<file path="src/hdl/qoidec_pkg.sv">
// Shared types and constants for the QOI image decoder.
// Depends on nothing; used by every module of the decoder.
package qoidec_pkg;

    localparam int INDEX_ENTRIES = 64;
    localparam int INDEX_AW      = $clog2(INDEX_ENTRIES);

    // Header layout: 14 bytes, width in bytes 4..7, height in bytes 8..11
    localparam int         HDR_BYTES   = 14;
    localparam logic [3:0] HDR_LAST    = 4'(HDR_BYTES - 1);
    localparam logic [3:0] HDR_W_FIRST = 4'd4;
    localparam logic [3:0] HDR_W_LAST  = 4'd7;
    localparam logic [3:0] HDR_H_FIRST = 4'd8;
    localparam logic [3:0] HDR_H_LAST  = 4'd11;

    // Op codes and two-bit tags
    localparam logic [7:0] OP_RGB    = 8'hFE;
    localparam logic [7:0] OP_RGBA   = 8'hFF;
    localparam logic [1:0] TAG_INDEX = 2'b00;
    localparam logic [1:0] TAG_DIFF  = 2'b01;
    localparam logic [1:0] TAG_LUMA  = 2'b10;
    localparam logic [1:0] TAG_RUN   = 2'b11;

    localparam logic KIND_HEADER = 1'b0;
    localparam logic KIND_PIXEL  = 1'b1;

    typedef struct packed {
        logic [7:0] data_byte;
        logic       start_of_file;
    } in_word_t;

    typedef struct packed {
        logic        kind;
        logic [7:0]  red;
        logic [7:0]  green;
        logic [7:0]  blue;
        logic [7:0]  alpha;
        logic [31:0] width_out;
        logic [31:0] height_out;
        logic        run_end;
        logic        image_end;
    } out_word_t;

    typedef struct packed {
        logic [7:0] red;
        logic [7:0] green;
        logic [7:0] blue;
        logic [7:0] alpha;
    } pixel_t;

    localparam pixel_t PIXEL_RESET = '{red: 8'd0, green: 8'd0, blue: 8'd0, alpha: 8'hFF};

    // What the decode step of one byte asks the controller to do next
    typedef enum logic [1:0] {
        ACT_NONE,
        ACT_HEADER,
        ACT_PIXEL,
        ACT_INDEX
    } action_t;

    typedef struct packed {
        logic accept;
        logic decode;
        logic mul;
        logic hdr_emit;
        logic idx_load;
        logic pix_emit;
    } ctrl_cmd_t;

    typedef struct packed {
        action_t action;
        logic    out_free;
        logic    run_last;
    } ctrl_sts_t;

endpackage

</file>
<file path="src/hdl/qoidec_ctrl.sv">
// Sequencing state machine of the QOI decoder.
// Depends on qoidec_pkg; drives commands into qoidec_dpath.
module qoidec_ctrl (
    input  logic                  aclk,
    input  logic                  aresetn,
    input  logic                  s_valid,
    output logic                  s_ready,
    output qoidec_pkg::ctrl_cmd_t cmd,
    input  qoidec_pkg::ctrl_sts_t sts
);

    typedef enum logic [2:0] {
        ST_IDLE,
        ST_DECODE,
        ST_MUL,
        ST_HDR_EMIT,
        ST_IDX_LOAD,
        ST_PIX_EMIT
    } state_t;

    state_t state_reg;
    state_t state_next;
    logic   s_ready_reg;

    assign s_ready = s_ready_reg;

    always_comb begin
        cmd          = '0;
        cmd.accept   = (state_reg == ST_IDLE) && s_valid && s_ready_reg;
        cmd.decode   = (state_reg == ST_DECODE);
        cmd.mul      = (state_reg == ST_MUL);
        cmd.hdr_emit = (state_reg == ST_HDR_EMIT) && sts.out_free;
        cmd.idx_load = (state_reg == ST_IDX_LOAD);
        cmd.pix_emit = (state_reg == ST_PIX_EMIT) && sts.out_free;
    end

    always_comb begin
        state_next = state_reg;
        case (state_reg)
            ST_IDLE: begin
                if (cmd.accept) begin
                    state_next = ST_DECODE;
                end
            end
            ST_DECODE: begin
                case (sts.action)
                    qoidec_pkg::ACT_HEADER: state_next = ST_MUL;
                    qoidec_pkg::ACT_PIXEL:  state_next = ST_PIX_EMIT;
                    qoidec_pkg::ACT_INDEX:  state_next = ST_IDX_LOAD;
                    default:                state_next = ST_IDLE;
                endcase
            end
            ST_MUL:      state_next = ST_HDR_EMIT;
            ST_HDR_EMIT: begin
                if (sts.out_free) begin
                    state_next = ST_IDLE;
                end
            end
            ST_IDX_LOAD: state_next = ST_PIX_EMIT;
            ST_PIX_EMIT: begin
                if (sts.out_free && sts.run_last) begin
                    state_next = ST_IDLE;
                end
            end
            default:     state_next = ST_IDLE;
        endcase
    end

    always_ff @(posedge aclk) begin
        if (!aresetn) begin
            state_reg   <= ST_IDLE;
            s_ready_reg <= 1'b0;
        end else begin
            state_reg   <= state_next;
            s_ready_reg <= (state_next == ST_IDLE);
        end
    end

endmodule

</file>
<file path="config.mk">
export PLATFORM = sky130hd
export DESIGN_NAME = qoidec_ctrl
export DESIGN_NICKNAME = d
export VERILOG_FILES = /design/src/hdl/qoidec_pkg.sv /design/src/hdl/qoidec_ctrl.sv
export SDC_FILE = /design/constraint.sdc
export NUM_CORES = 1
export LEC_CHECK = 0
export BUFFER_PORTS_ARGS = -buffer_cell sky130_fd_sc_hd__buf_4
export CAP_MARGIN = 40
export CORE_AREA = 2 2 39 41
export DETAILED_ROUTE_END_ITERATION = 8
export DIE_AREA = 0 0 41 43
export PLACE_DENSITY = 0.38
export SYNTH_ARGS = -nofsm -noshare
export SYNTH_HDL_FRONTEND = slang
export SYNTH_SLANG_ARGS = --single-unit
export TNS_END_PERCENT = 1
</file>
<file path="constraint.sdc">
create_clock -name aclk -period 3.4 [get_ports aclk]
set_clock_uncertainty 0.15 [all_clocks]
set_input_delay 0.17 -clock aclk [delete_from_list [all_inputs] [get_ports aclk]]
set_output_delay 0.17 -clock aclk [all_outputs]
set_load 0.02 [all_outputs]
</file>
==> results.sh <==
export IMPL_cp_cell_sequence="nand3b_1, nor3_1, buf_4"
export IMPL_critPathKind="reg2out"
export IMPL_ctsHoldBuffers=0
export IMPL_slowest_stage="dfxtp_1"
export IMPL_cts_resized=0
export IMPL_cp_data_required_time_ns=3.08
export IMPL_synth_xor_area_share_pct=0
export IMPL_grt_overflow=0
export IMPL_detail_route_wl_per_cell_um=10.6
export IMPL_synth_seq_cells=4
export IMPL_fmax_mhz=676
export IMPL_core_rowCount=14
export IMPL_die_y_um=43
export IMPL_place_ws_ns=2.12
export IMPL_h_tree_depth=1
export IMPL_dp_cells=58
export IMPL_fin_nets=54
export IMPL_antenna_found_initial=0
export IMPL_ys_warn_count=0
export IMPL_final_util_pct=27.9
export IMPL_gp_congestion=0.758
export IMPL_tritoncts="yes"
export IMPL_drt_first_pass_iters=3
export IMPL_fin_ws_ns=1.92
export IMPL_dpl_hpwl_um=524
export IMPL_grt_usage_pct=8.91
export IMPL_period_needed_ns=1.48
export IMPL_antenna_cells=0
export IMPL_cp_max_fo=9
export IMPL_areaGrowthSynthToFinish_pct=56.9
export IMPL_layout_drive_gt1_share_pct=44.4
export IMPL_final_cell_area_um2=387
export IMPL_status="finished, final reports clean"
export IMPL_critPathMaxStageDelay_ns=0.37
export IMPL_synth_top_family_by_area="simple AND/OR/NAND/NOR gates"
export IMPL_drc=0
export IMPL_drtIter0Drc=5
export IMPL_clkSinkCount=4
export IMPL_power_leakage_nw=0.164
export IMPL_dieArea_mm2=0.00176
export IMPL_cts_inserted_buffers=3
export IMPL_synth_cell_types=17
export IMPL_seq_area_frac_synth_pct=32.5
export IMPL_end_kind="output port"
export IMPL_peakVddDrop_v=0.000147
export IMPL_synthAdderAreaFrac_pct=0
export IMPL_cap_violations=0
export IMPL_cts_root_buf="clkbuf_4"
export IMPL_post_cts_buffers=0
export IMPL_synthMuxAreaShare_pct=0
export IMPL_worstSkewPairLatency_ns=0.23
export IMPL_largest_reg_flops=3
export IMPL_grt_first_pass_wirelength_mm=1.04
export IMPL_hold_path_class="in2reg"
export IMPL_wl_um=647
export IMPL_io_buffers=13
export IMPL_clk_pin_slew_worst_paths_ns=0.03
export IMPL_dpl_instance_area_um2=364
export IMPL_finalMaxSlewViolations=0
export IMPL_cp_top_family="simple AND/OR/NAND/NOR gates"
export IMPL_whs_ns=0.0304
export IMPL_yosys_area_share_simple_pct=42.6
export IMPL_synth_avg_cell_area_um2=8.50
export IMPL_cp_arrival_ns=1.16
export IMPL_ant_nets=0
export IMPL_fin_setup_tns_ns=0
export IMPL_grt_max_degree=10
export IMPL_setup_viol=0
export IMPL_via_count=282
export IMPL_synth_nets=36
export IMPL_power_total_uw=164
export IMPL_instances_no_fill=61
export IMPL_synth_compound_area_share_pct=24.9
export IMPL_grt_pass1_vias=273
export IMPL_die_width_um=41
export IMPL_vias_per_cell=4.62
export IMPL_finalHoldViolations=0
export IMPL_cp_start_kind="register"
export IMPL_coreArea_mm2=0.00138
export IMPL_cp_buffers_inverters=1
export IMPL_syn_area_um2=246
export IMPL_finalCritPeriodShare_pct=43.5
export IMPL_cellPowerDensity_mw_per_mm2=424
export IMPL_top_level_ports=14
export IMPL_synth_cells=29
export IMPL_grt_setup_unrepaired="false"
export IMPL_clockBufferDepth=2
export IMPL_max_slew_margin_pct=81.9
export IMPL_worst_pin_slew_ns=0.268
export IMPL_start_util_pct=17.8
[cell usage after synthesis]
| library cell | number | area, um^2 |
|---|---|---|
| nor4_1 | 1 | 6.26 |
| nor2_1 | 4 | 15.0 |
| nand3b_1 | 1 | 7.51 |
| nand2b_1 | 3 | 18.8 |
| nor4_2 | 1 | 12.5 |
| and2_4 | 1 | 8.76 |
| dfxtp_1 | 4 | 80.1 |
| nand4bb_1 | 1 | 11.3 |
| nand2_1 | 2 | 7.51 |
| nor3_1 | 2 | 10.0 |
| a21oi_1 | 1 | 5.00 |
| nor3b_1 | 1 | 7.51 |
| o21a_1 | 2 | 15.0 |
| o31a_1 | 1 | 8.76 |
| a21bo_1 | 1 | 10.0 |
| a21oi_2 | 2 | 17.5 |
| o21ai_0 | 1 | 5.00 |
[where the power goes]
part	switching (mW)	internal, mW	total, mW	leakage, nW
clock	0.0184	0.0394	0.0578	0.0138
combinational	0.0230	0.0236	0.0466	0.117
sequential	0.00696	0.0524	0.0594	0.0328
total	0.0484	0.115	0.164	0.164
[area by class of cell]
| class | count | area [um^2] |
|---|---|---|
| flip-flops and latches | 4 | 80.1 |
| fillers | 145 | 997 |
| clock buffers | 3 | 22.5 |
| multi-input cells | 25 | 166 |
| well taps | 16 | 20.0 |
| repair buffers | 13 | 97.6 |
[cells by family after synthesis]
| kind of cell | after synthesis |
|---|---|
| simple gates | 17 |
| compound gates | 8 |
| flops | 4 |
[worst reg2reg max path: cells and delay by family (launching register included)]
family,cells,cell delay [ns]
compound gates,2,0.36
simple gates,1,0.20
flops,1,0.45
[routing by layer]
metal	GRT usage, %	routed length, um	up-vias
li1	-	-	142
met1	9.55	270	126
met2	12.8	297	12
met3	6.28	68	2
met4	4.00	11	0
met5	0	0	-
[final timing paths]
kind	start	end	slack, ns	depth (start not counted)
max	state_reg[0]	cmd[5]	1.92	3
min	aresetn	state_reg[2]	0.03	2
max reg2reg	state_reg[0]	state_reg[0]	2.12	3
min reg2reg	state_reg[0]	state_reg[1]	0.47	2
[cell usage in the layout (no fill, tap or decap), drive strengths merged, types with 2 or more instances in the layout]
cell type / n
a21oi: 3
buf: 13
clkbuf: 3
dfxtp: 4
nand2: 2
nand2b: 3
nor2: 4
nor3: 2
nor4: 2
o21a: 2
(Power assumes the default switching activity.)
